--- config.mk ---
export PLATFORM = sky130hd
export DESIGN_NAME = lpc_datapath
export DESIGN_NICKNAME = d
export VERILOG_FILES = /design/src/design/lpc_pkg.sv /design/src/design/lpc_datapath.sv
export SDC_FILE = /design/constraint.sdc
export NUM_CORES = 1
export LEC_CHECK = 0
export BUFFER_PORTS_ARGS = -buffer_cell sky130_fd_sc_hd__buf_2
export CAP_MARGIN = 30
export CORE_MARGIN = 5
export CORE_UTILIZATION = 40
export CTS_CLUSTER_SIZE = 30
export DETAILED_ROUTE_END_ITERATION = 10
export HOLD_SLACK_MARGIN = 0.02
export PLACE_DENSITY = 0.72
export RECOVER_POWER = 100
export SLEW_MARGIN = 20
export SYNTH_ARGS = -nofsm -noshare
export SYNTH_HDL_FRONTEND = slang
export SYNTH_SLANG_ARGS = --single-unit
--- constraint.sdc ---
create_clock -name clk_i -period 3.5 [get_ports clk_i]
set_input_delay 0.35 -clock clk_i [delete_from_list [all_inputs] [get_ports clk_i]]
set_output_delay 0.35 -clock clk_i [all_outputs]
set_load 0.03 [all_outputs]
--- src/design/lpc_pkg.sv ---
// ----------------------------------------------------------------------------
// lpc_pkg: shared types, constants and microcode for the parent-climb LCA
// Holds the transfer payload structs, the control word layout and the
// read-only program that the sequencer steps through.
// ----------------------------------------------------------------------------
package lpc_pkg;

  localparam int unsigned IdW   = 10;
  localparam int unsigned Depth = 1 << IdW;
  localparam int unsigned Nodes = 1024;
  localparam int unsigned StepW = $clog2(Nodes + 1);
  localparam int unsigned UpcW  = 4;

  localparam logic OpWrite = 1'b0;
  localparam logic OpQuery = 1'b1;

  typedef struct packed {
    logic           opcode;
    logic [IdW-1:0] entry_node;
    logic [IdW-1:0] entry_parent;
    logic [IdW-1:0] entry_depth;
    logic [IdW-1:0] query_u;
    logic [IdW-1:0] query_v;
  } in_item_t;

  typedef struct packed {
    logic [IdW-1:0] ancestor;
    logic           fault;
  } out_item_t;

  typedef enum logic [3:0] {
    DP_NOP,
    DP_LOAD_QUERY,
    DP_LOAD_DA,
    DP_SWAP_DIFF,
    DP_CLIMB_A_DIFF,
    DP_CLIMB_A,
    DP_CLIMB_B,
    DP_EMIT_OK,
    DP_EMIT_FAIL
  } dp_op_e;

  typedef enum logic [2:0] {
    CND_NEVER,
    CND_CLEARING,
    CND_NO_QUERY,
    CND_A_EQ_B,
    CND_DIFF_ZERO,
    CND_BUDGET,
    CND_OUT_FULL
  } cond_e;

  typedef enum logic {
    SEL_A,
    SEL_B
  } addr_sel_e;

  typedef struct packed {
    dp_op_e          op;
    addr_sel_e       sel;
    cond_e           cond;
    logic [UpcW-1:0] jmp;
    logic [UpcW-1:0] nxt;
  } ctrl_t;

  typedef struct packed {
    logic clearing;
    logic no_query;
    logic a_eq_b;
    logic diff_zero;
    logic budget;
    logic out_full;
  } status_t;

  typedef struct packed {
    logic           we;
    logic [IdW-1:0] waddr;
    logic [IdW-1:0] wparent;
    logic [IdW-1:0] wdepth;
    logic [IdW-1:0] raddr;
  } mem_req_t;

  // program step addresses
  localparam logic [UpcW-1:0] StClr   = 4'd0;
  localparam logic [UpcW-1:0] StIdle  = 4'd1;
  localparam logic [UpcW-1:0] StCmp   = 4'd2;
  localparam logic [UpcW-1:0] StRdB   = 4'd3;
  localparam logic [UpcW-1:0] StSwap  = 4'd4;
  localparam logic [UpcW-1:0] StP1    = 4'd5;
  localparam logic [UpcW-1:0] StC1    = 4'd6;
  localparam logic [UpcW-1:0] StP2    = 4'd7;
  localparam logic [UpcW-1:0] StC2A   = 4'd8;
  localparam logic [UpcW-1:0] StC2B   = 4'd9;
  localparam logic [UpcW-1:0] StEmOk  = 4'd10;
  localparam logic [UpcW-1:0] StEmFl  = 4'd11;

  // next step = cond ? jmp : nxt
  function automatic ctrl_t ucode(input logic [UpcW-1:0] upc);
    ctrl_t w;
    case (upc)
      StClr:  w = '{DP_NOP,          SEL_A, CND_CLEARING,  StClr,  StIdle};
      StIdle: w = '{DP_LOAD_QUERY,   SEL_A, CND_NO_QUERY,  StIdle, StCmp};
      StCmp:  w = '{DP_NOP,          SEL_A, CND_A_EQ_B,    StEmOk, StRdB};
      StRdB:  w = '{DP_LOAD_DA,      SEL_B, CND_NEVER,     StSwap, StSwap};
      StSwap: w = '{DP_SWAP_DIFF,    SEL_A, CND_NEVER,     StP1,   StP1};
      StP1:   w = '{DP_NOP,          SEL_A, CND_DIFF_ZERO, StP2,   StC1};
      StC1:   w = '{DP_CLIMB_A_DIFF, SEL_A, CND_BUDGET,    StEmFl, StP1};
      StP2:   w = '{DP_NOP,          SEL_A, CND_A_EQ_B,    StEmOk, StC2A};
      StC2A:  w = '{DP_CLIMB_A,      SEL_B, CND_BUDGET,    StEmFl, StC2B};
      StC2B:  w = '{DP_CLIMB_B,      SEL_A, CND_BUDGET,    StEmFl, StP2};
      StEmOk: w = '{DP_EMIT_OK,      SEL_A, CND_OUT_FULL,  StEmOk, StIdle};
      StEmFl: w = '{DP_EMIT_FAIL,    SEL_A, CND_OUT_FULL,  StEmFl, StIdle};
      default: w = '{DP_NOP,         SEL_A, CND_NEVER,     StIdle, StIdle};
    endcase
    return w;
  endfunction

endpackage

--- src/design/lpc_datapath.sv ---
// ----------------------------------------------------------------------------
// lpc_datapath: climb registers, step budget and result register
// Executes one control word per cycle and reports the jump conditions.
// ----------------------------------------------------------------------------
module lpc_datapath (
  input  logic                    clk_i,
  input  logic                    rst_ni,
  input  lpc_pkg::ctrl_t          ctrl_i,
  input  logic                    in_valid_i,
  input  lpc_pkg::in_item_t       in_i,
  input  logic                    out_stall_i,
  input  logic [lpc_pkg::IdW-1:0] rd_parent_i,
  input  logic [lpc_pkg::IdW-1:0] rd_depth_i,
  input  logic                    clearing_i,
  output lpc_pkg::mem_req_t       req_o,
  output lpc_pkg::status_t        status_o,
  output logic                    in_stall_o,
  output logic                    out_valid_o,
  output lpc_pkg::out_item_t      out_o
);

  logic [lpc_pkg::IdW-1:0]   a_q, a_d, b_q, b_d, da_q, da_d, diff_q, diff_d;
  logic [lpc_pkg::StepW-1:0] steps_q, steps_d;
  logic                      out_valid_q, out_valid_d;
  lpc_pkg::out_item_t        out_q, out_d;
  logic                      in_xfer, budget, out_full;

  assign in_stall_o = (ctrl_i.op != lpc_pkg::DP_LOAD_QUERY);
  assign in_xfer    = in_valid_i && !in_stall_o;
  assign budget     = (steps_q >= lpc_pkg::StepW'(lpc_pkg::Nodes));
  assign out_full   = out_valid_q && out_stall_i;

  always_comb begin
    req_o.we      = in_xfer && (in_i.opcode == lpc_pkg::OpWrite) && (in_i.entry_node != '0);
    req_o.waddr   = in_i.entry_node;
    req_o.wparent = in_i.entry_parent;
    req_o.wdepth  = in_i.entry_depth;
    req_o.raddr   = (ctrl_i.sel == lpc_pkg::SEL_B) ? b_q : a_q;
  end

  always_comb begin
    status_o.clearing  = clearing_i;
    status_o.no_query  = !(in_valid_i && (in_i.opcode == lpc_pkg::OpQuery));
    status_o.a_eq_b    = (a_q == b_q);
    status_o.diff_zero = (diff_q == '0);
    status_o.budget    = budget;
    status_o.out_full  = out_full;
  end

  always_comb begin
    a_d         = a_q;
    b_d         = b_q;
    da_d        = da_q;
    diff_d      = diff_q;
    steps_d     = steps_q;
    out_d       = out_q;
    out_valid_d = out_valid_q && out_stall_i;
    case (ctrl_i.op)
      lpc_pkg::DP_LOAD_QUERY: begin
        if (in_xfer && (in_i.opcode == lpc_pkg::OpQuery)) begin
          a_d     = in_i.query_u;
          b_d     = in_i.query_v;
          steps_d = '0;
        end
      end
      lpc_pkg::DP_LOAD_DA: begin
        da_d = rd_depth_i;
      end
      lpc_pkg::DP_SWAP_DIFF: begin
        // keep the deeper node in a
        if (da_q < rd_depth_i) begin
          a_d    = b_q;
          b_d    = a_q;
          diff_d = rd_depth_i - da_q;
        end else begin
          diff_d = da_q - rd_depth_i;
        end
      end
      lpc_pkg::DP_CLIMB_A_DIFF: begin
        if (!budget) begin
          a_d     = rd_parent_i;
          steps_d = steps_q + 1'b1;
          diff_d  = diff_q - 1'b1;
        end
      end
      lpc_pkg::DP_CLIMB_A: begin
        if (!budget) begin
          a_d     = rd_parent_i;
          steps_d = steps_q + 1'b1;
        end
      end
      lpc_pkg::DP_CLIMB_B: begin
        if (!budget) begin
          b_d     = rd_parent_i;
          steps_d = steps_q + 1'b1;
        end
      end
      lpc_pkg::DP_EMIT_OK: begin
        if (!out_full) begin
          out_d       = '{ancestor: a_q, fault: 1'b0};
          out_valid_d = 1'b1;
        end
      end
      lpc_pkg::DP_EMIT_FAIL: begin
        if (!out_full) begin
          out_d       = '{ancestor: '0, fault: 1'b1};
          out_valid_d = 1'b1;
        end
      end
      default: begin
      end
    endcase
  end

  always_ff @(posedge clk_i or negedge rst_ni) begin
    if (!rst_ni) begin
      out_valid_q <= 1'b0;
    end else begin
      out_valid_q <= out_valid_d;
    end
  end

  always_ff @(posedge clk_i) begin
    a_q     <= a_d;
    b_q     <= b_d;
    da_q    <= da_d;
    diff_q  <= diff_d;
    steps_q <= steps_d;
    out_q   <= out_d;
  end

  assign out_valid_o = out_valid_q;
  assign out_o       = out_q;

endmodule

# After elaboration in Yosys (flattened, before gate mapping)
# Index checks and enable logic that the tools add are counted.
# classes
addsub	4
order_cmp	2
n_eq_ne	18
mux	18
bitwise	1
n_reduce_logical	23
# ops
operator	n
$mux 10	8
$pmux 10 s3	2
$mux 11	4
$pmux 11 s2	2
$pmux 10 s2	1
$sub 10x10->10	2
$eq 4x3->1 const B	4
$ne 2x2->1 const B	8
$add 11x1->11 const B	1
$ge 11x11->1 const B	1
$eq 10x10->1	1
$logic_not 10->1	1
$lt 10x10->1	1
$reduce_bool 10->1	1
$sub 10x1->10 const B	1
$eq 4x2->1 const B	2
$reduce_and 4->1	2
$logic_and 1x1->1	6
$reduce_and 3->1	2
$reduce_bool 2->1	3
$reduce_bool 3->1	2
$eq 4x1->1 const B	1
$eq 4x4->1 const B	1
$ne 4x1->1 const B	1
other kinds (6)	8
# word_totals
reg_bits	63
output_inout_bits	60
wordCells	74

# Longest topological paths before layout
# Gate-level depths: netlist of run 1.
# logic_depth
depth_word	6
ltp_mapped	11
depth_no_buf	10

# Worst setup path after synthesis of run 1
# Ideal clock, no wire load.
# synth_path
kind	input to register
startpoint	input rd_depth_i[4] (netlist name)
endpoint	register a_q[0] (netlist name) (enable)
setup_time_ns	0.380
t_arrival_ns	2.251
required_ns	3.120
setup_slack_ns	0.869
stages	10
path_buffers	2
path_cell_list	inv_1 ha_1 buf_6 a21o_1 a21oi_2 o21ai_2 a221oi_2 buf_6 o21ai_1 a21oi_1
# synth_via
elab_chain_cells	3
# synth_rtl
item	line	text
start, declared	lpc_datapath.sv:13	input logic [lpc_pkg::IdW-1:0] rd_depth_i,
$lt 10x10->1	lpc_datapath.sv:71	if (da_q < rd_depth_i) begin
$ne 2x2->1 (no line)	n/a	
$reduce_and 4->1 (no line)	n/a	
end signal, assigned	lpc_datapath.sv:124	a_q <= a_d;
end, declared	lpc_datapath.sv:22	logic [lpc_pkg::IdW-1:0] a_q, a_d, b_q, b_d, da_q, da_d, diff_q, diff_d;
# Every way passes these cells.
# A chain may end at the register's enable or synchronous reset.

# Final worst setup path of run 1
# layout_path
startpoint	register da_q[4] (netlist name)
endpoint	register a_q[8] (netlist name) (enable)
# layout_via
elab_chain_cells	3
# layout_rtl
item	line	text
start, declared	lpc_datapath.sv:22	
start signal, assigned	lpc_datapath.sv:126	da_q <= da_d;
$lt 10x10->1	lpc_datapath.sv:71	
$ne 2x2->1 (no line)	n/a	
$reduce_and 4->1 (no line)	n/a	
# Every way passes these cells.

==> flow_summary_export.csv, run 1 <==
group,metric,value,unit
floorplanning,coreArea,0.0104,mm²
critical_path,max_stage_delay,0.40,ns
cells_and_area,drive_gt1_frac,0.155,
timing,hold_slack,0.213,ns
clocking,root_buffer,"clkbuf_8",
pwr,pwr-share-clk,0.329,
timing,max_slew_margin,0.400,
timing,fin_ws,0.789,ns
flow_run,maxCapViolCount,0,
clocking,postCtsSetupRepairBufs,0,
drt,drc,0,
floorplanning,fp.dieW,113,µm
critical_path,r2r-end,"a_q[8]$_DFFE_PP_",
timing,hold_viol,0,
place,io_buffers,98,
critical_path,cp-startpoint,"da_q[4]$_DFFE_PN_",
pwr,p_per_area,382,mW/mm²
timing,drv_slew,0,
critical_path,r2r_start,"da_q[4]$_DFFE_PN_",
cells_and_area,diodes,0,
grt,grt_max_degree,23,
timing,finalCriticalPeriod,2.71,ns
logic_synthesis,ys_ff_latch,63,
logic_synthesis,synth-async-reset-ratio,0.0159,
drt,drt_iter0_drc,228,
pwr,vdd_drop_max,132,µV
timing,setup_tns,0,ns
pwr,pwr-share-comb,0.181,
timing,setup_viol,0,
drt,viasPerCell,4.98,
critical_path,cp.arrival,2.74,ns
floorplanning,die_area,0.0128,mm²
place,post-dp-hpwl,7.11,mm
logic_synthesis,netlist_area,0.00426,mm²
critical_path,slowest_stage,"edfxtp_1",
clocking,path_clk_slew,0.08,ns
pwr,sw_frac_of_total,0.273,
logic_synthesis,syn_inst,426,
critical_path,worstSetupStartpointType,"flip-flop",
timing,rsz0062_at_grt,"no",
hold_path,holdCritPathClass,"in2reg",
logic_synthesis,ys_seq_area_frac,0.443,
timing,fmax,369,MHz
place,placed_cell_area,0.00466,mm²
grt,grt_pass1_wl,14.8,mm
clocking,cts_inserted_buffers,9,
floorplanning,die_y,113,µm
floorplanning,ios,152,
drt,ant_nets,0,
critical_path,worstSetupEndpoint,"a_q[8]$_DFFE_PP_",
cells_and_area,area_delta_synth_final,11.7,%
place,gp_congestion,0.857,
clocking,clock_path_buffers,2,
pwr,switchingPower,0.496,mW
logic_synthesis,ys_warn_count,0,
critical_path,cp_cell_sequence,"ha_1, a21o_1, a21oi_2, o21ai_0, a221oi_2, buf_4, o21ai_0, a21oi_1, buf_4",
place,pre_cts_slack,0.861,ns
drt,wl_per_cell,14.7,µm
logic_synthesis,synth_fp_nets,542,
critical_path,cp-end-kind,"flip-flop",
clocking,cts_tree,"built",
clocking,cts_sinks,63,
clocking,insertion_delay,0.34,ns
cells_and_area,nets,609,
timing,fin_skew,0.00940,ns
cells_and_area,final_area,0.00476,mm²
clocking,htreeDepth,3,
drt,first_pass_iters,4,
critical_path,rr_worst_depth,9,
critical_path,cp_max_fo,10,
critical_path,critPathRequiredTime,3.53,ns
critical_path,critical_path_class,"reg2reg",
floorplanning,initial_core_util,0.411,
logic_synthesis,synth-edff-count,62,
drt,wirelength,9.34,mm
grt,grtUsageTotal,0.144,
grt,overflow,0,
timing,tightest_slew,0.897,ns
logic_synthesis,ys_types,42,
status,run_status,"finished clean",
critical_path,r2r_slack,0.79,ns
logic_synthesis,synthFlopType,"edfxtp_1",
timing,fin_crit_sh,0.775,
grt,grt_antenna_before_repair,0,
pwr,p_total,1.82,mW
pwr,p_int,1.32,mW
drt,dr_total_vias,3157,
floorplanning,num_rows,37,
pwr,power_frac_seq,0.490,
pwr,p_leak,1.96,nW
grt,grt_pass1_vias,3096,
logic_synthesis,synth_area_per_cell,9.99,µm²
-- cells in the final DEF, fill, tap and decap left out, types with 6 or more instances in the layout --
cell type and instances:
ha_1 22, mux2_2 10, a21oi_1 22, a21o_1 12, nand2_1 51, o21ai_0 8
clkbuf_1 58, inv_1 29, nor2b_1 11, mux2i_1 9, edfxtp_1 62, buf_2 46
xor2_1 14, a31oi_1 6, xnor2_1 19, nand3_1 6, clkbuf_8 9, nor2_1 29
a22oi_1 20
-- cell type report --
type	instances	area [µm²]
Fill cell	1026	5610
Clock buffer	10	128
Tap cell	136	170
Timing Repair Buffer	108	484
Multi-Input combinational cell	282	1930
Clock inverter	6	51.3
Sequential cell	63	1890
Inverter	29	109
-- cells by family (layout without fill, tap and decap cells) --
| group | after synthesis | in the layout | synth area share |
|---|---|---|---|
| simple gates | 130 | 130 | 0.145 |
| buf+inv | 81 | 153 | 0.105 |
| compound gates | 76 | 76 | 0.117 |
| flops | 63 | 63 | 0.443 |
| xor+xnor | 33 | 33 | 0.0679 |
| fa+ha+maj | 24 | 24 | 0.0741 |
| mux | 19 | 19 | 0.0476 |
-- per-layer routing --
metal  vias to the layer above  track usage  routed length, µm
met2                        84        0.247               4680
met3                        10       0.0353                511
met4                         0       0.0497                121
met5                         -            0                  0
met1                      1473        0.176               4020
li1                       1590            -                  -
-- stage by stage --
| step | std cells | utilization |
|---|---|---|
| global route | 634 | 0.459 |
| global placement | 617 | 0.449 |
| detailed placement | 617 | 0.449 |
| CTS | 634 | 0.468 |
| floorplan | 426 | - |
| finish | 634 | 0.459 |
-- state kept, by name, summed over array words and instances (netlist names) --
register	cells
out_o	11
steps_q	11
a_q	10
b_q	10
da_q	10
diff_q	10
out_valid_o	1
-- cell usage after synthesis (3+ instances only) --
| library cell | n | area (µm²) |
|---|---|---|
| a21o_1 | 12 | 90.1 |
| a21oi_1 | 22 | 110 |
| a22oi_1 | 20 | 150 |
| a31oi_1 | 6 | 37.5 |
| buf_4 | 33 | 248 |
| clkbuf_1 | 15 | 56.3 |
| edfxtp_1 | 62 | 1860 |
| ha_1 | 22 | 275 |
| inv_1 | 29 | 109 |
| mux2_2 | 10 | 113 |
| mux2i_1 | 9 | 90.1 |
| nand2_1 | 51 | 191 |
| nand2b_1 | 5 | 31.3 |
| nand3_1 | 6 | 30.0 |
| nand4_1 | 3 | 18.8 |
| nor2_1 | 29 | 109 |
| nor2b_1 | 11 | 68.8 |
| nor3_1 | 6 | 30.0 |
| nor4_1 | 3 | 18.8 |
| nor4b_1 | 3 | 26.3 |
| o21ai_0 | 6 | 30.0 |
| or3_1 | 3 | 18.8 |
| xnor2_1 | 19 | 166 |
| xor2_1 | 14 | 123 |
-- power by group through the flow --
| stage | Clock (mW) | Sequential (mW) | Combinational, mW |
|---|---|---|---|
| CTS | 0.612 | 0.891 | 0.341 |
| global route | 0.648 | 0.894 | 0.364 |
| global placement | 0 | 0.906 | 0.332 |
| detailed placement | 0 | 0.907 | 0.339 |
| finish | 0.598 | 0.891 | 0.328 |
| floorplan | 0 | 0.912 | 0.280 |
-- worst min path at each step --
stage	startpoint	end	slack, ns	cells after the start
after floorplan	rst_ni	out_valid_o$_DFF_PN0_	0.05	0
after global placement	rst_ni	out_valid_o$_DFF_PN0_	0.13	1
after detailed placement	rst_ni	out_valid_o$_DFF_PN0_	0.13	1
after CTS	rd_depth_i[9]	da_q[9]$_DFFE_PN_	0.20	1
after global routing	rd_depth_i[9]	da_q[9]$_DFFE_PN_	0.19	1
final	rd_depth_i[9]	da_q[9]$_DFFE_PN_	0.21	1
-- critical path, delay by kind of cell (launching register included) --
family          cells  cell delay (ns)
compound gates      6             1.14
fa+ha+maj           1             0.39
buf+inv             2             0.47
flops               1             0.40
-- what timing repair did --
action / 4_1_cts / 5_1_grt
endpoints found under the hold margin: 1 / 0
hold buffers: 1 / 0
gates resized for setup: 0 / 0
No activity file was read; power rests on OpenSTA's default activity.
==> run 2, diff against run 1 <==
- clock period: 3.5 -> 2.8 ns (I/O delays scaled with it)
==> flow_summary_export.csv, run 2 (synthesis gave the netlist of run 1 again) <==
group,metric,value,unit
cells_and_area,stdcell_count,634,
place,place_inst,617,
drt,drc,0,
critical_path,max_stage_delay,0.40,ns
clocking,path_clk_slew,0.07,ns
clocking,clock_path_buffers,2,
cells_and_area,area_delta_synth_final,12.3,%
floorplanning,die_area,0.0128,mm²
drt,ant_nets,0,
timing,rsz0062_at_grt,"no",
floorplanning,ios,152,
clocking,cts_sinks,63,
timing,tightest_slew,0.890,ns
flow_run,maxCapViolCount,0,
critical_path,cp-end-kind,"flip-flop",
grt,grt_max_degree,22,
place,gp_congestion,0.867,
timing,drv_slew,0,
clocking,root_buffer,"clkbuf_8",
critical_path,crit_family,"compound AO/OA/AOI/OAI gates",
drt,wirelength,9.67,mm
clocking,postCtsSetupRepairBufs,0,
floorplanning,num_rows,37,
critical_path,slowest_stage,"edfxtp_1",
critical_path,r2r_start,"da_q[4]$_DFFE_PN_",
pwr,p_total,2.37,mW
hold_path,holdPathStages,1,
critical_path,rr_worst_depth,9,
drt,wl_per_cell,15.2,µm
drt,viasPerCell,5.07,
timing,setup_tns,0,ns
cells_and_area,final_common_cell,"edfxtp_1",
timing,hold_slack,0.140,ns
timing,setup_viol,0,
hold_path,holdCritPathClass,"in2reg",
clocking,cts_tree,"built",
status,run_status,"finished clean",
floorplanning,fp.dieW,113,µm
grt,grtUsageTotal,0.151,
critical_path,r2r-end,"diff_q[5]$_DFFE_PP_",
timing,finalCriticalPeriod,2.55,ns
critical_path,path_buf_inv,1,
timing,fmax,393,MHz
critical_path,critical_path_class,"reg2reg",
grt,grt_antenna_before_repair,0,
floorplanning,die_y,113,µm
pwr,p_leak,1.98,nW
cells_and_area,drive_gt1_frac,0.159,
timing,fin_crit_sh,0.910,
critical_path,worstSetupStartpointType,"flip-flop",
place,io_buffers,98,
hold_path,min_to,"da_q[9]$_DFFE_PN_",
pwr,vdd_drop_max,179,µV
cells_and_area,diodes,0,
critical_path,cp_cell_sequence,"ha_1, a21o_1, a21oi_2, o21ai_1, a221oi_2, buf_4, mux2i_1, xor2_1, a21oi_1",
critical_path,cp.arrival,2.61,ns
cells_and_area,nets,609,
cells_and_area,post-route-util,0.461,
hold_path,hp-start,"rd_depth_i[9]",
drt,dr_total_vias,3217,
clocking,htreeDepth,3,
grt,overflow,0,
clocking,cts_inserted_buffers,9,
clocking,cts_resized,0,
timing,hold_viol,0,
clocking,insertion_delay,0.34,ns
timing,max_slew_margin,0.405,
pwr,p_per_area,496,mW/mm²
place,post-dp-hpwl,7.27,mm
drt,drt_iter0_drc,206,
drt,first_pass_iters,4,
critical_path,cp_max_fo,10,
cells_and_area,final_cell_mix,"edfxtp_1 (62), clkbuf_1 (57), nand2_1 (51), buf_2 (48)",
grt,grt_pass1_wl,15.6,mm
floorplanning,initial_core_util,0.411,
critical_path,critPathRequiredTime,2.86,ns
floorplanning,coreArea,0.0104,mm²
critical_path,r2r_slack,0.25,ns
grt,grt_pass1_vias,3191,
timing,fin_skew,0.00591,ns
-- run 2: worst max path at each step --
| stage | from | endpoint | slack (ns) | depth (start not counted) |
|---|---|---|---|---|
| global placement | rd_depth_i[4] | diff_q[5]$_DFFE_PP_ | 0.26 | 11 |
| CTS | da_q[4]$_DFFE_PN_ | diff_q[5]$_DFFE_PP_ | 0.27 | 9 |
| global route | da_q[4]$_DFFE_PN_ | diff_q[5]$_DFFE_PP_ | 0.07 | 9 |
| floorplan | da_q[4]$_DFFE_PN_ | a_q[0]$_DFFE_PP_ | 0.18 | 9 |
| finish | da_q[4]$_DFFE_PN_ | diff_q[5]$_DFFE_PP_ | 0.25 | 9 |
| detailed placement | rd_depth_i[4] | diff_q[5]$_DFFE_PP_ | 0.27 | 11 |
-- run 2: final cells by class --
class / count / area [µm²]
fill: 1040 / 5590
multi-input combinational: 282 / 1930
sequential: 63 / 1890
timing repair buffer: 108 / 487
tap: 136 / 170
clock buffer: 11 / 131
inverter: 29 / 109
clock inverter: 5 / 72.6
-- run 2: routing by layer --
| metal | GRT usage | share of wire | routed length [µm] |
|---|---|---|---|
| met1 | 0.191 | 0.44 | 4290 |
| met2 | 0.250 | 0.50 | 4820 |
| met3 | 0.0396 | 0.050 | 487 |
| met4 | 0.0513 | 0.0071 | 69 |
| met5 | 0 | 0 | 0 |
-- run 2: stage by stage --
| stage | cell area [µm²] | setup WS [ns] |
|---|---|---|
| floorplan | 4260 | 0.176 |
| global placement | 4660 | 0.260 |
| detailed placement | 4660 | 0.269 |
| CTS | 4870 | 0.268 |
| global route | 4780 | 0.0658 |
| finish | 4780 | 0.253 |
-- run 2: worst reg2reg max path: cells and delay by family, from the launching register on --
family                   cells  cell delay, ns
flip-flops                   1            0.40
adder cells (fa/ha/maj)      1            0.39
AO/OA/AOI/OAI                5            0.82
multiplexers                 1            0.23
buffers and inverters        1            0.25
XOR/XNOR                     1            0.19
-- run 2: repair_timing --
action | in CTS | in global routing
endpoints found under the setup margin | 0 | 0
hold buffers | 1 | 0
hold endpoints to repair | 1 | 0
-- run 2: where the power goes --
part,internal [mW],switching [mW]
clock network,0.495,0.350
registers,1.09,0.0272
logic,0.165,0.247
total,1.75,0.625
