### src/design/lpc_pkg.sv
// ----------------------------------------------------------------------------
// lpc_pkg: shared types, constants and microcode for the parent-climb LCA
// Holds the transfer payload structs, the control word layout and the
// read-only program that the sequencer steps through.
// ----------------------------------------------------------------------------
package lpc_pkg;

  localparam int unsigned IdW   = 10;
  localparam int unsigned Depth = 1 << IdW;
  localparam int unsigned Nodes = 1024;
  localparam int unsigned StepW = $clog2(Nodes + 1);
  localparam int unsigned UpcW  = 4;

  localparam logic OpWrite = 1'b0;
  localparam logic OpQuery = 1'b1;

  typedef struct packed {
    logic           opcode;
    logic [IdW-1:0] entry_node;
    logic [IdW-1:0] entry_parent;
    logic [IdW-1:0] entry_depth;
    logic [IdW-1:0] query_u;
    logic [IdW-1:0] query_v;
  } in_item_t;

  typedef struct packed {
    logic [IdW-1:0] ancestor;
    logic           fault;
  } out_item_t;

  typedef enum logic [3:0] {
    DP_NOP,
    DP_LOAD_QUERY,
    DP_LOAD_DA,
    DP_SWAP_DIFF,
    DP_CLIMB_A_DIFF,
    DP_CLIMB_A,
    DP_CLIMB_B,
    DP_EMIT_OK,
    DP_EMIT_FAIL
  } dp_op_e;

  typedef enum logic [2:0] {
    CND_NEVER,
    CND_CLEARING,
    CND_NO_QUERY,
    CND_A_EQ_B,
    CND_DIFF_ZERO,
    CND_BUDGET,
    CND_OUT_FULL
  } cond_e;

  typedef enum logic {
    SEL_A,
    SEL_B
  } addr_sel_e;

  typedef struct packed {
    dp_op_e          op;
    addr_sel_e       sel;
    cond_e           cond;
    logic [UpcW-1:0] jmp;
    logic [UpcW-1:0] nxt;
  } ctrl_t;

  typedef struct packed {
    logic clearing;
    logic no_query;
    logic a_eq_b;
    logic diff_zero;
    logic budget;
    logic out_full;
  } status_t;

  typedef struct packed {
    logic           we;
    logic [IdW-1:0] waddr;
    logic [IdW-1:0] wparent;
    logic [IdW-1:0] wdepth;
    logic [IdW-1:0] raddr;
  } mem_req_t;

  // program step addresses
  localparam logic [UpcW-1:0] StClr   = 4'd0;
  localparam logic [UpcW-1:0] StIdle  = 4'd1;
  localparam logic [UpcW-1:0] StCmp   = 4'd2;
  localparam logic [UpcW-1:0] StRdB   = 4'd3;
  localparam logic [UpcW-1:0] StSwap  = 4'd4;
  localparam logic [UpcW-1:0] StP1    = 4'd5;
  localparam logic [UpcW-1:0] StC1    = 4'd6;
  localparam logic [UpcW-1:0] StP2    = 4'd7;
  localparam logic [UpcW-1:0] StC2A   = 4'd8;
  localparam logic [UpcW-1:0] StC2B   = 4'd9;
  localparam logic [UpcW-1:0] StEmOk  = 4'd10;
  localparam logic [UpcW-1:0] StEmFl  = 4'd11;

  // next step = cond ? jmp : nxt
  function automatic ctrl_t ucode(input logic [UpcW-1:0] upc);
    ctrl_t w;
    case (upc)
      StClr:  w = '{DP_NOP,          SEL_A, CND_CLEARING,  StClr,  StIdle};
      StIdle: w = '{DP_LOAD_QUERY,   SEL_A, CND_NO_QUERY,  StIdle, StCmp};
      StCmp:  w = '{DP_NOP,          SEL_A, CND_A_EQ_B,    StEmOk, StRdB};
      StRdB:  w = '{DP_LOAD_DA,      SEL_B, CND_NEVER,     StSwap, StSwap};
      StSwap: w = '{DP_SWAP_DIFF,    SEL_A, CND_NEVER,     StP1,   StP1};
      StP1:   w = '{DP_NOP,          SEL_A, CND_DIFF_ZERO, StP2,   StC1};
      StC1:   w = '{DP_CLIMB_A_DIFF, SEL_A, CND_BUDGET,    StEmFl, StP1};
      StP2:   w = '{DP_NOP,          SEL_A, CND_A_EQ_B,    StEmOk, StC2A};
      StC2A:  w = '{DP_CLIMB_A,      SEL_B, CND_BUDGET,    StEmFl, StC2B};
      StC2B:  w = '{DP_CLIMB_B,      SEL_A, CND_BUDGET,    StEmFl, StP2};
      StEmOk: w = '{DP_EMIT_OK,      SEL_A, CND_OUT_FULL,  StEmOk, StIdle};
      StEmFl: w = '{DP_EMIT_FAIL,    SEL_A, CND_OUT_FULL,  StEmFl, StIdle};
      default: w = '{DP_NOP,         SEL_A, CND_NEVER,     StIdle, StIdle};
    endcase
    return w;
  endfunction

endpackage

### src/design/lpc_sequencer.sv
// ----------------------------------------------------------------------------
// lpc_sequencer: microprogram step counter
// Fetches the control word for the current step and picks the next step
// from the jump condition.
// ----------------------------------------------------------------------------
module lpc_sequencer (
  input  logic             clk_i,
  input  logic             rst_ni,
  input  lpc_pkg::status_t status_i,
  output lpc_pkg::ctrl_t   ctrl_o
);

  logic [lpc_pkg::UpcW-1:0] upc_q, upc_d;
  logic                     take;

  assign ctrl_o = lpc_pkg::ucode(upc_q);

  always_comb begin
    case (ctrl_o.cond)
      lpc_pkg::CND_NEVER:     take = 1'b0;
      lpc_pkg::CND_CLEARING:  take = status_i.clearing;
      lpc_pkg::CND_NO_QUERY:  take = status_i.no_query;
      lpc_pkg::CND_A_EQ_B:    take = status_i.a_eq_b;
      lpc_pkg::CND_DIFF_ZERO: take = status_i.diff_zero;
      lpc_pkg::CND_BUDGET:    take = status_i.budget;
      lpc_pkg::CND_OUT_FULL:  take = status_i.out_full;
      default:                take = 1'b0;
    endcase
    upc_d = take ? ctrl_o.jmp : ctrl_o.nxt;
  end

  always_ff @(posedge clk_i or negedge rst_ni) begin
    if (!rst_ni) begin
      upc_q <= lpc_pkg::StClr;
    end else begin
      upc_q <= upc_d;
    end
  end

endmodule

### config.mk
export PLATFORM = sky130hd
export DESIGN_NAME = lpc_sequencer
export DESIGN_NICKNAME = d
export VERILOG_FILES = /design/src/design/lpc_pkg.sv /design/src/design/lpc_sequencer.sv
export SDC_FILE = /design/constraint.sdc
export NUM_CORES = 1
export LEC_CHECK = 0
export BUFFER_PORTS_ARGS = -buffer_cell sky130_fd_sc_hd__buf_2
export CAP_MARGIN = 15
export CORE_AREA = 2 2 51 53
export CTS_CLUSTER_SIZE = 8
export DETAILED_ROUTE_END_ITERATION = 12
export DIE_AREA = 0 0 53 55
export PLACE_DENSITY = 0.6
export SYNTH_ARGS = -nofsm -noshare
export SYNTH_HDL_FRONTEND = slang
export SYNTH_SLANG_ARGS = --single-unit
export TNS_END_PERCENT = 1
### constraint.sdc
create_clock -name clk_i -period 2.7 [get_ports clk_i]
set_input_delay 0 -clock clk_i [delete_from_list [all_inputs] [get_ports clk_i]]
set_output_delay 0 -clock clk_i [all_outputs]
set_load 0.01 [all_outputs]
After elaboration in Yosys (flattened, before gate mapping):

Memory sizes are Yosys's and may differ from the RTL's.
Index checks and enable logic that the tools add are counted.

* bits in read-only memories: 256
* memories kept: 1
* logic and storage cells: 10
* bits of input ports: 8
* output and inout bits: 16
* register bits after elaboration: 4

Memories
* (name not given): words 16, width 16, read ports 1, clocked after Yosys merged registers in 0, wr ports 0, RTL line lpc_pkg.sv:100 `case (upc)`

* equal/unequal tests: 6
* multiplexer cells: 2

Operator list (count)
* $eq A3 B3 Y1 const B: 3
* $eq A3 B2 Y1 const B: 2
* $pmux W1 S6: 1
* $mux W4: 1
* $eq A3 B1 Y1 const B: 1

Logic depth before layout (Yosys ltp):

Gate-level depths: netlist (run 1).
An unclocked memory read counts as a cell.

* depth in word-level cells: 4
* mapped depth: 9

Worst setup path after synthesis (run 1):

No wires, ideal clock.

* kind: register -> register
* start: register upc_q[1] (netlist bit)
* end: register upc_q[0] (netlist bit)
* path buffers: 1
* cell stages (with the launch flop): 10
* setup slack: 0.505 ns
* data required time: 2.575 ns
* arrival: 2.070 ns
* path through: dfrtp_1 > buf_2 > inv_1 > ha_1 > mux2i_1 > a2bb2oi_2 > inv_1 > nand3b_1 > a32o_2 > mux2_4

RTL lines
* start, declared: RTL line lpc_sequencer.sv:13 `logic [lpc_pkg::UpcW-1:0] upc_q, upc_d;`
* start signal, assigned: RTL line lpc_sequencer.sv:34 `upc_q <= lpc_pkg::StClr;`
* start signal, assigned: RTL line lpc_sequencer.sv:36 `upc_q <= upc_d;`

Worst setup path after layout (run 1):

* start: register upc_q[0] (netlist bit)
* end: register upc_q[3] (netlist bit)

* word-level cells in the longest chain between the ends: 4

Ends and longest elaborated chain
* $mem_v2 Z16 W16 *
* $eq A3 B3 Y1 (tied with other cells): RTL line lpc_sequencer.sv:19 `case (ctrl_o.cond)`
* $pmux W1 S6: RTL line lpc_sequencer.sv:19
* $mux W4 *: RTL line lpc_sequencer.sv:29 `upc_d = take ? ctrl_o.jmp : ctrl_o.nxt;`
* via upc_d (one bit): RTL line lpc_sequencer.sv:13

Mark *: on every way through the listed nets, which the timed path passes. The rest lies on a longest branch.

==> results of run 1 <==
[worst max path at each step]
stage / startpoint / endpoint / slack, ns / cells past startpoint
floorplan: upc_q[1] / upc_q[0] / 0.51 / 9
global placement: upc_q[0] / upc_q[3] / 0.47 / 8
detailed placement: upc_q[0] / upc_q[3] / 0.41 / 8
CTS: upc_q[0] / upc_q[3] / 0.37 / 8
global route: upc_q[0] / upc_q[1] / 0.21 / 8
finish: upc_q[0] / upc_q[3] / 0.37 / 8
[area by class of cell]
class | instances | share of cell area
Multi-Input combinational cell | 70 | 0.620
Clock buffer | 3 | 0.0268
Inverter | 5 | 0.0224
Tap cell | 30 | 0.0447
Sequential cell | 4 | 0.119
Timing Repair Buffer | 26 | 0.167
[where the power goes]
part	leakage (nW)	internal, mW	switching [mW]	total [mW]
clock	0.0138	0.0500	0.0289	0.0789
combinational	0.355	0.516	0.518	1.03
sequential	0.0495	0.0909	0.100	0.191
total	0.419	0.657	0.648	1.30
[per-layer routing]
layer / GRT usage / part of all wire / vias up
met1: 0.168 / 0.45 / 326
li1: - / - / 352
met3: 0.0296 / 0.057 / 4
met4: 0.0641 / 0.019 / 0
met2: 0.240 / 0.47 / 19
met5: 0 / 0 / -
[worst register-to-register path, cell delays in order, from the launching register on]
cell and delay, ns:
dfrtp_1 0.59, inv_1 0.16, ha_1 0.34, mux2i_1 0.16, a2bb2oi_2 0.19, inv_1 0.09, nand3b_1 0.09, a32o_2 0.27
mux2_4 0.32
[cell families (layout without fill, tap and decap cells)]
logic type	count (synthesis)	in the layout	synth area share
compound gates	22	22	0.209
xor+xnor	1	1	0.0127
fa+ha+maj	6	6	0.109
buf+inv	12	34	0.0982
flops	4	4	0.145
mux	11	11	0.189
simple gates	30	30	0.236
[metrics by stage]
step / std cells / utilization / setup slack (ns) / power [mW]
global placement: 134 / 0.341 / 0.471 / 1.22
finish: 138 / 0.355 / 0.375 / 1.30
detailed placement: 134 / 0.341 / 0.406 / 1.23
floorplan: 86 / - / 0.505 / 0.971
global route: 138 / 0.355 / 0.210 / 1.42
CTS: 138 / 0.355 / 0.372 / 1.32
[placed cells by master, fill, tap and decap left out, types with 2 or more instances in the layout]
cell type,n
a21oi_1,3
a31oi_1,2
buf_2,23
buf_4,2
clkbuf_4,3
dfrtp_1,4
ha_1,6
inv_1,5
mux2_4,4
mux2i_1,7
nand2_1,8
nand2b_1,2
nor2_1,6
nor2b_1,4
nor3_1,2
o21ai_0,10
==> results.json, run 1 <==
{
  "status": "finished, final reports clean",
  "grt_max_degree": 23,
  "worstSetupPathType": "flop to flop",
  "fmax_ghz": 0.430,
  "synth_edf_count": 0,
  "final.min_clock_period_ns": 2.33,
  "start_util": 0.291,
  "grt_usage": 0.140,
  "core_um2": 2360,
  "fillCellCount": 263,
  "cp_max_fo": 11,
  "path_cells": "inv_1 -> ha_1 -> mux2i_1 -> a2bb2oi_2 -> inv_1 -> nand3b_1 -> a32o_2 -> mux2_4",
  "syn_area_per_cell_um2": 8.00,
  "antenna_found_initial": 0,
  "placed_area_um2": 807,
  "drive_gt1_frac": 0.333,
  "die_w_um": 53,
  "hold_ws_ns": 0.0875,
  "r2r_end": "upc_q[3]",
  "synth.most_common_cell": "o21ai_0",
  "cp_num_buf_inv": 2,
  "io_pins": 24,
  "largest_register_ff_count": 4,
  "finClkSkew_ns": 0.000666,
  "cap_violations": 0,
  "yosysSeqAreaShare": 0.145,
  "area_delta_synth_final_pct": 22.0,
  "wl_per_cell_um": 12.7,
  "synth_top_area_share": 0.145,
  "synth_area_leader_cell": "dfrtp_1",
  "placementRows": 18,
  "cts.htree.levels": 1,
  "largest_register": "upc_q",
  "cts_tree": "built",
  "worstRegToRegCells": 8,
  "dieHeight_um": 55,
  "async_flop_share": 1.00,
  "regToRegStartpoint": "upc_q[0]",
  "routed_via_density": 5.08,
  "ctsResizeCount": 0,
  "first_iter_violations": 7,
  "firstDrtPassIters": 4,
  "leakagePower_nw": 0.419,
  "port_buffers": 23,
  "tns_ns": 0,
  "end_kind": "flop",
  "synth.distinct_cells": 33,
  "nets": 124,
  "dieArea_um2": 2920,
  "final_area_um2": 840,
  "maxSlewHeadroom": 0.516,
  "ys_warn_count": 0,
  "seq_area_um2": 100,
  "syn_inst": 86,
  "cpLargestDelayFamily": "flip-flops",
  "synth_nets": 100,
  "slowest_stage": "dfrtp_1",
  "cts_root_buffer": "clkbuf_4",
  "crit_arrival_ns": 2.45,
  "ant_nets": 0,
  "multi_input_area_um2": 520,
  "power_density_nw_per_um2": 1550,
  "ys_ff_latch": 4,
  "grt.overflow.total": 0,
  "synthTopCellsByArea": "dfrtp_1 (15%), ha_1 (11%), mux2i_1 (10%)",
  "rsz0062_at_grt": "false",
  "grt_pass1_vias": 636,
  "tightestPinTransition_ns": 0.726,
  "cts_sinks": 4,
  "drc_errors": 0,
  "clk_pin_slew_ns": 0.04,
  "routed_wl_um": 1750,
  "finalHoldViolCount": 0,
  "dr_total_vias": 701,
  "synth_commonest_cells": "o21ai_0 (10), nand2_1 (8), mux2i_1 (7)",
  "reg_top3": "upc_q: 4 flops",
  "holdBufCountCts": 1,
  "ys.flop_type": "dfrtp_1",
  "syn_area_um2": 688,
  "critPathLaunchType": "flop",
  "insertion_delay_ns": 0.24,
  "cts.path.max_buffers": 2,
  "period_share": 0.861,
  "antenna_cells": 0,
  "grt_pass1_wl_um": 2900,
  "crit_top_cell": "inv_1",
  "reg2reg_slack_ns": 0.37,
  "dpl.hpwl_um": 1350,
  "globalplace.congestion": 0.771,
  "postCtsSetupBuffers": 0,
  "setup_viol_count_final": 0,
  "critPathMaxStageDelay_ns": 0.59,
  "slew_viol_final": 0,
  "required_ns": 2.82,
  "ir_drop_uv": 781,
  "hold_path_class": "input port to asynchronous set/reset pin",
  "cts_buffers": 3
}
Note: power is estimated with default switching activity, not from simulation.
==> inputs of run 2 (changes only) <==
PLACE_DENSITY = 0.61   (was 0.6)
RECOVER_POWER = 100   (was default)
clock period = 1.9 ns   (was 2.7 ns; I/O delays follow)
==> run 2 against run 1 <==
  * The flow now finishes with violations (setup timing)
  * Flip-flop and latch count unchanged
  * Die area did not move
  * Cell count increased by 12%
  * Non-clock buffer count grew 16
  * Worst setup slack lost 0.45 ns
  * Register-to-register slack got worse by 0.45 ns
  * Total power rose by 69%
  * Combinational power rose by 83%
  * First-iteration DRC count grew 57%
  * Sequential power rose by 7%
  * Hold slack gained 0.035 ns
  * Critical path depth stayed put
  * Largest power group unchanged
==> results.json, run 2 (synthesis gave the netlist of run 1 again) <==
{
  "status": "complete, but fails checks",
  "violations": "setup timing",
  "insertion_delay_ns": 0.24,
  "nets": 140,
  "io_pins": 24,
  "post-route-util": 0.407,
  "antenna_found_initial": 0,
  "gr-usage-met1": 0.187,
  "rsz0062_at_grt": "true",
  "period_share": 1.04,
  "cts_tree": "built",
  "hold_path_class": "input port to asynchronous set/reset pin",
  "grt.overflow.total": 0,
  "setup_viol_count_final": 4,
  "globalplace.congestion": 0.904,
  "final_cell_mix": "buf_4 (15), buf_2 (14), clkbuf_1 (12), o21ai_0 (10), nand2_1 (8)",
  "first_iter_violations": 11,
  "power_density_nw_per_um2": 2290,
  "leakagePower_nw": 0.456,
  "area_delta_synth_final_pct": 39.8,
  "cts_sinks": 4,
  "cp_num_buf_inv": 2,
  "use_met3": 0.0161,
  "end_kind": "flop",
  "antenna_cells": 0,
  "maxSlewHeadroom": 0.748,
  "grt_usage": 0.150,
  "path_cells": "inv_4 -> ha_4 -> mux2i_2 -> a2bb2oi_2 -> inv_2 -> nand3b_1 -> a32o_2 -> mux2_4",
  "grt_pass1_vias": 724,
  "core_um2": 2360,
  "critPathLaunchType": "flop",
  "fmax_ghz": 0.507,
  "dp.cells": 146,
  "slowest_stage": "dfrtp_2",
  "reg_top3": "upc_q: 4 flops",
  "ir_drop_uv": 1050,
  "grt_pass1_wl_um": 3240,
  "layout_commonest_cell": "buf_4",
  "cpLargestDelayFamily": "multiplexers",
  "cts_buffers": 3,
  "tns_ns": -0.265,
  "routed_via_density": 4.94,
  "dieHeight_um": 55,
  "largest_register": "upc_q",
  "cts.path.max_buffers": 2,
  "critPathMaxStageDelay_ns": 0.44,
  "cts.htree.levels": 1,
  "grt_max_degree": 17,
  "final.min_clock_period_ns": 1.97,
  "use_met2": 0.275,
  "routed_wl_um": 1940,
  "ant_nets": 0,
  "port_buffers": 23,
  "drc_errors": 0,
  "die_w_um": 53,
  "finalHoldViolCount": 0,
  "slew_viol_final": 0,
  "start_util": 0.291,
  "postLayoutSetupSlackWorst_ns": -0.0734,
  "wl_per_cell_um": 12.5,
  "placed_area_um2": 913,
  "firstDrtPassIters": 4,
  "dpl.hpwl_um": 1540,
  "tightestPinTransition_ns": 0.378,
  "finClkSkew_ns": 0.0104,
  "placementRows": 18,
  "final_area_um2": 962,
  "cts_root_buffer": "clkbuf_4",
  "dr_total_vias": 765,
  "final_cells": 155,
  "worstSetupPathType": "flop to flop",
  "crit_arrival_ns": 2.08,
  "required_ns": 2.01,
  "cp_max_fo": 4,
  "finalPower_mw": 2.20,
  "busiest_layer": "met2",
  "dieArea_um2": 2920,
  "largest_register_ff_count": 4,
  "drive_gt1_frac": 0.376,
  "clk_pin_slew_ns": 0.05,
  "cap_violations": 0
}
[run 2: cell count changes in the layout (fill, tap and decap cells not counted), moves of 2 or more]
| cell | change |
|---|---|
| buf_4 | +13 |
| clkbuf_1 | +12 |
| buf_2 | -9 |
| inv_1 | -3 |
| inv_2 | +2 |
[run 2: final timing paths]
check | depth (start not counted) | slack [ns] | start | to
setup reg to reg | 8 | -0.07 | upc_q[1] | upc_q[2]
hold / removal | 2 | 0.12 | rst_ni | upc_q[0]
setup / recovery | 8 | -0.07 | upc_q[1] | upc_q[2]
max in group asynchronous | 2 | 1.58 | rst_ni | upc_q[1]
hold reg to reg | 3 | 0.88 | upc_q[0] | upc_q[0]
min in group clk_i | 4 | 0.40 | status_i[0] | upc_q[1]
[run 2: routing by layer]
layer,part of all wire,vias up,routed length (um)
met2,0.53,22,1030
met3,0.034,2,65
met1,0.43,358,838
li1,-,383,-
met4,0.0010,0,2
met5,0,-,0
[run 2: per-stage QoR]
stage	setup slack, ns	hold slack [ns]
CTS	-0.0480	0.110
global placement	-0.0116	-0.194
detailed placement	-0.0455	-0.190
global route	-0.159	0.152
finish	-0.0734	0.123
floorplan	-0.108	-0.296
[run 2: area by class of cell]
class | count | area (um2)
timing repair buffer | 42 | 239
inverter | 5 | 21.3
sequential | 4 | 101
fill | 254 | 1400
tap | 30 | 37.5
clock buffer | 4 | 26.3
multi-input combinational | 70 | 537
[run 2: power by group]
group | leakage (nW) | switching [mW] | internal [mW]
Clock | 0.0150 | 0.0376 | 0.0790
Sequential | 0.0483 | 0.0715 | 0.133
Combinational | 0.393 | 0.924 | 0.954
[run 2: worst reg2reg max path, cell delays in order (launching register included)]
cell and delay (ns):
dfrtp_2 0.44, inv_4 0.08, ha_4 0.20, mux2i_2 0.17
a2bb2oi_2 0.22, inv_2 0.07, nand3b_1 0.09, a32o_2 0.26
mux2_4 0.31
[run 2: timing repair]
item | 4_1_cts | 5_1_grt
setup endpoints to repair | 4 | 4
pin swaps | 3 | 3
setup buffers | 4 | 0
hold buffers | 1 | 0
gates resized for setup | 0 | 1
hold endpoints to repair | 4 | 0
==> inputs of run 3 (changes only) <==
PLACE_DENSITY = 0.63   (was 0.61)
==> run 3 against run 2 <==
  * The run still ends with setup timing left
  * Fmax is 1.4% higher
  * Combinational power decreased by 3%
  * Hold slack improved by 0.0087 ns
  * Utilization shrank 0.42 points
  * Cell count is 1.9% lower
  * Die area stayed put
  * Highest routed layer is now met3
==> results.json, run 3 (synthesis gave the netlist of run 1 again) <==
{
  "status": "complete, but fails checks",
  "violations": "setup timing",
  "grt_pass1_vias": 713,
  "finalPower_mw": 2.16,
  "hold_ws_ns": 0.131,
  "rsz0062_at_grt": "true",
  "tns_ns": -0.164,
  "setup_viol_count_final": 4,
  "dieHeight_um": 55,
  "pre_cts_slack_ns": -0.0574,
  "first_iter_violations": 17,
  "drive_gt1_frac": 0.426,
  "insertion_delay_ns": 0.24,
  "leakagePower_nw": 0.468,
  "routed_wl_um": 1940,
  "reg_top3": "upc_q: 4 flops",
  "globalplace.congestion": 0.899,
  "hold_path_class": "input port to asynchronous set/reset pin",
  "path_cells": "inv_4 -> ha_4 -> mux2i_1 -> a2bb2oi_2 -> nand3_1 -> a32o_2 -> mux2_4",
  "core_um2": 2360,
  "die_w_um": 53,
  "firstDrtPassIters": 5,
  "final_area_um2": 952,
  "cap_violations": 0,
  "grt_pass1_wl_um": 3040,
  "dieArea_um2": 2920,
  "routed_via_density": 5.07,
  "clk_pin_slew_ns": 0.04,
  "ir_drop_uv": 1050,
  "io_pins": 24,
  "dp.cells": 146,
  "final_cell_mix": "buf_2 (21), buf_4 (14), o21ai_0 (10), nand2_1 (8), mux2i_1 (7)",
  "cts_tree": "built",
  "grt_max_degree": 19,
  "nets": 137,
  "post-route-util": 0.403,
  "cp_max_fo": 4,
  "largest_register_ff_count": 4,
  "end_kind": "flop",
  "placed_area_um2": 913,
  "port_buffers": 23,
  "largest_register": "upc_q",
  "required_ns": 2.01,
  "dpl.hpwl_um": 1580,
  "slew_viol_final": 0,
  "final_cells": 152,
  "ant_nets": 0,
  "maxSlewHeadroom": 0.757,
  "antenna_cells": 0,
  "slowest_stage": "dfrtp_2",
  "wl_per_cell_um": 12.8,
  "critPathMaxStageDelay_ns": 0.44,
  "grt_usage": 0.144,
  "crit_arrival_ns": 2.06,
  "cts_root_buffer": "clkbuf_4",
  "postLayoutSetupSlackWorst_ns": -0.0461,
  "placementRows": 18,
  "dr_total_vias": 770,
  "final.min_clock_period_ns": 1.95,
  "period_share": 1.02,
  "finalHoldViolCount": 0,
  "critPathLaunchType": "flop",
  "start_util": 0.291,
  "cts.htree.levels": 1,
  "cts_sinks": 4,
  "cts.path.max_buffers": 2,
  "layout_commonest_cell": "buf_2",
  "drc_errors": 0,
  "area_delta_synth_final_pct": 38.4,
  "grt.overflow.total": 0,
  "cts_buffers": 3,
  "tightestPinTransition_ns": 0.361,
  "finClkSkew_ns": 0.00452,
  "fmax_ghz": 0.514,
  "power_density_nw_per_um2": 2270,
  "antenna_found_initial": 0,
  "worstSetupPathType": "flop to flop"
}
[run 3: repair_timing]
item / in CTS / in global routing
gates resized for setup: 0 / 1
hold buffers: 1 / 0
setup buffers: 1 / 0
pin swaps: 0 / 0
setup endpoints to repair: 4 / 4
endpoints found under the hold margin: 4 / 0
[run 3: critical path, delay by kind of cell (launching register included)]
kind	cells	cell delay, ns
compound gates	2	0.55
simple gates	1	0.09
mux	2	0.47
buf+inv	1	0.08
fa+ha+maj	1	0.20
flops	1	0.44
[run 3: worst paths after layout]
| path | slack [ns] | cells after the start | startpoint | endpoint |
|---|---|---|---|---|
| max in group asynchronous | 1.55 | 2 | rst_ni | upc_q[0] |
| worst min-delay path | 0.13 | 2 | rst_ni | upc_q[2] |
| worst max-delay path | -0.05 | 7 | upc_q[1] | upc_q[3] |
| min in group clk_i | 0.40 | 4 | status_i[0] | upc_q[1] |
| worst min register to register | 0.99 | 4 | upc_q[0] | upc_q[0] |
| worst max register to register | -0.05 | 7 | upc_q[1] | upc_q[3] |
[run 3: layer usage]
layer	vias to the layer above	track usage	share of wire
met5	-	0	0
met1	363	0.184	0.43
li1	376	-	-
met4	0	0.0812	0
met2	31	0.246	0.49
met3	0	0.00538	0.073
[run 3: layout make-up]
cell class,count,area (um2)
Tap cell,30,37.5
Sequential cell,4,103
Inverter,5,21.3
Fill cell,256,1410
Clock buffer,4,26.3
Timing Repair Buffer,39,231
Multi-Input combinational cell,70,533
[run 3: report_power, final]
| group | switching [mW] | total [mW] | internal (mW) |
|---|---|---|---|
| combinational | 0.893 | 1.83 | 0.937 |
| clock | 0.0387 | 0.118 | 0.0791 |
| sequential | 0.0820 | 0.217 | 0.135 |
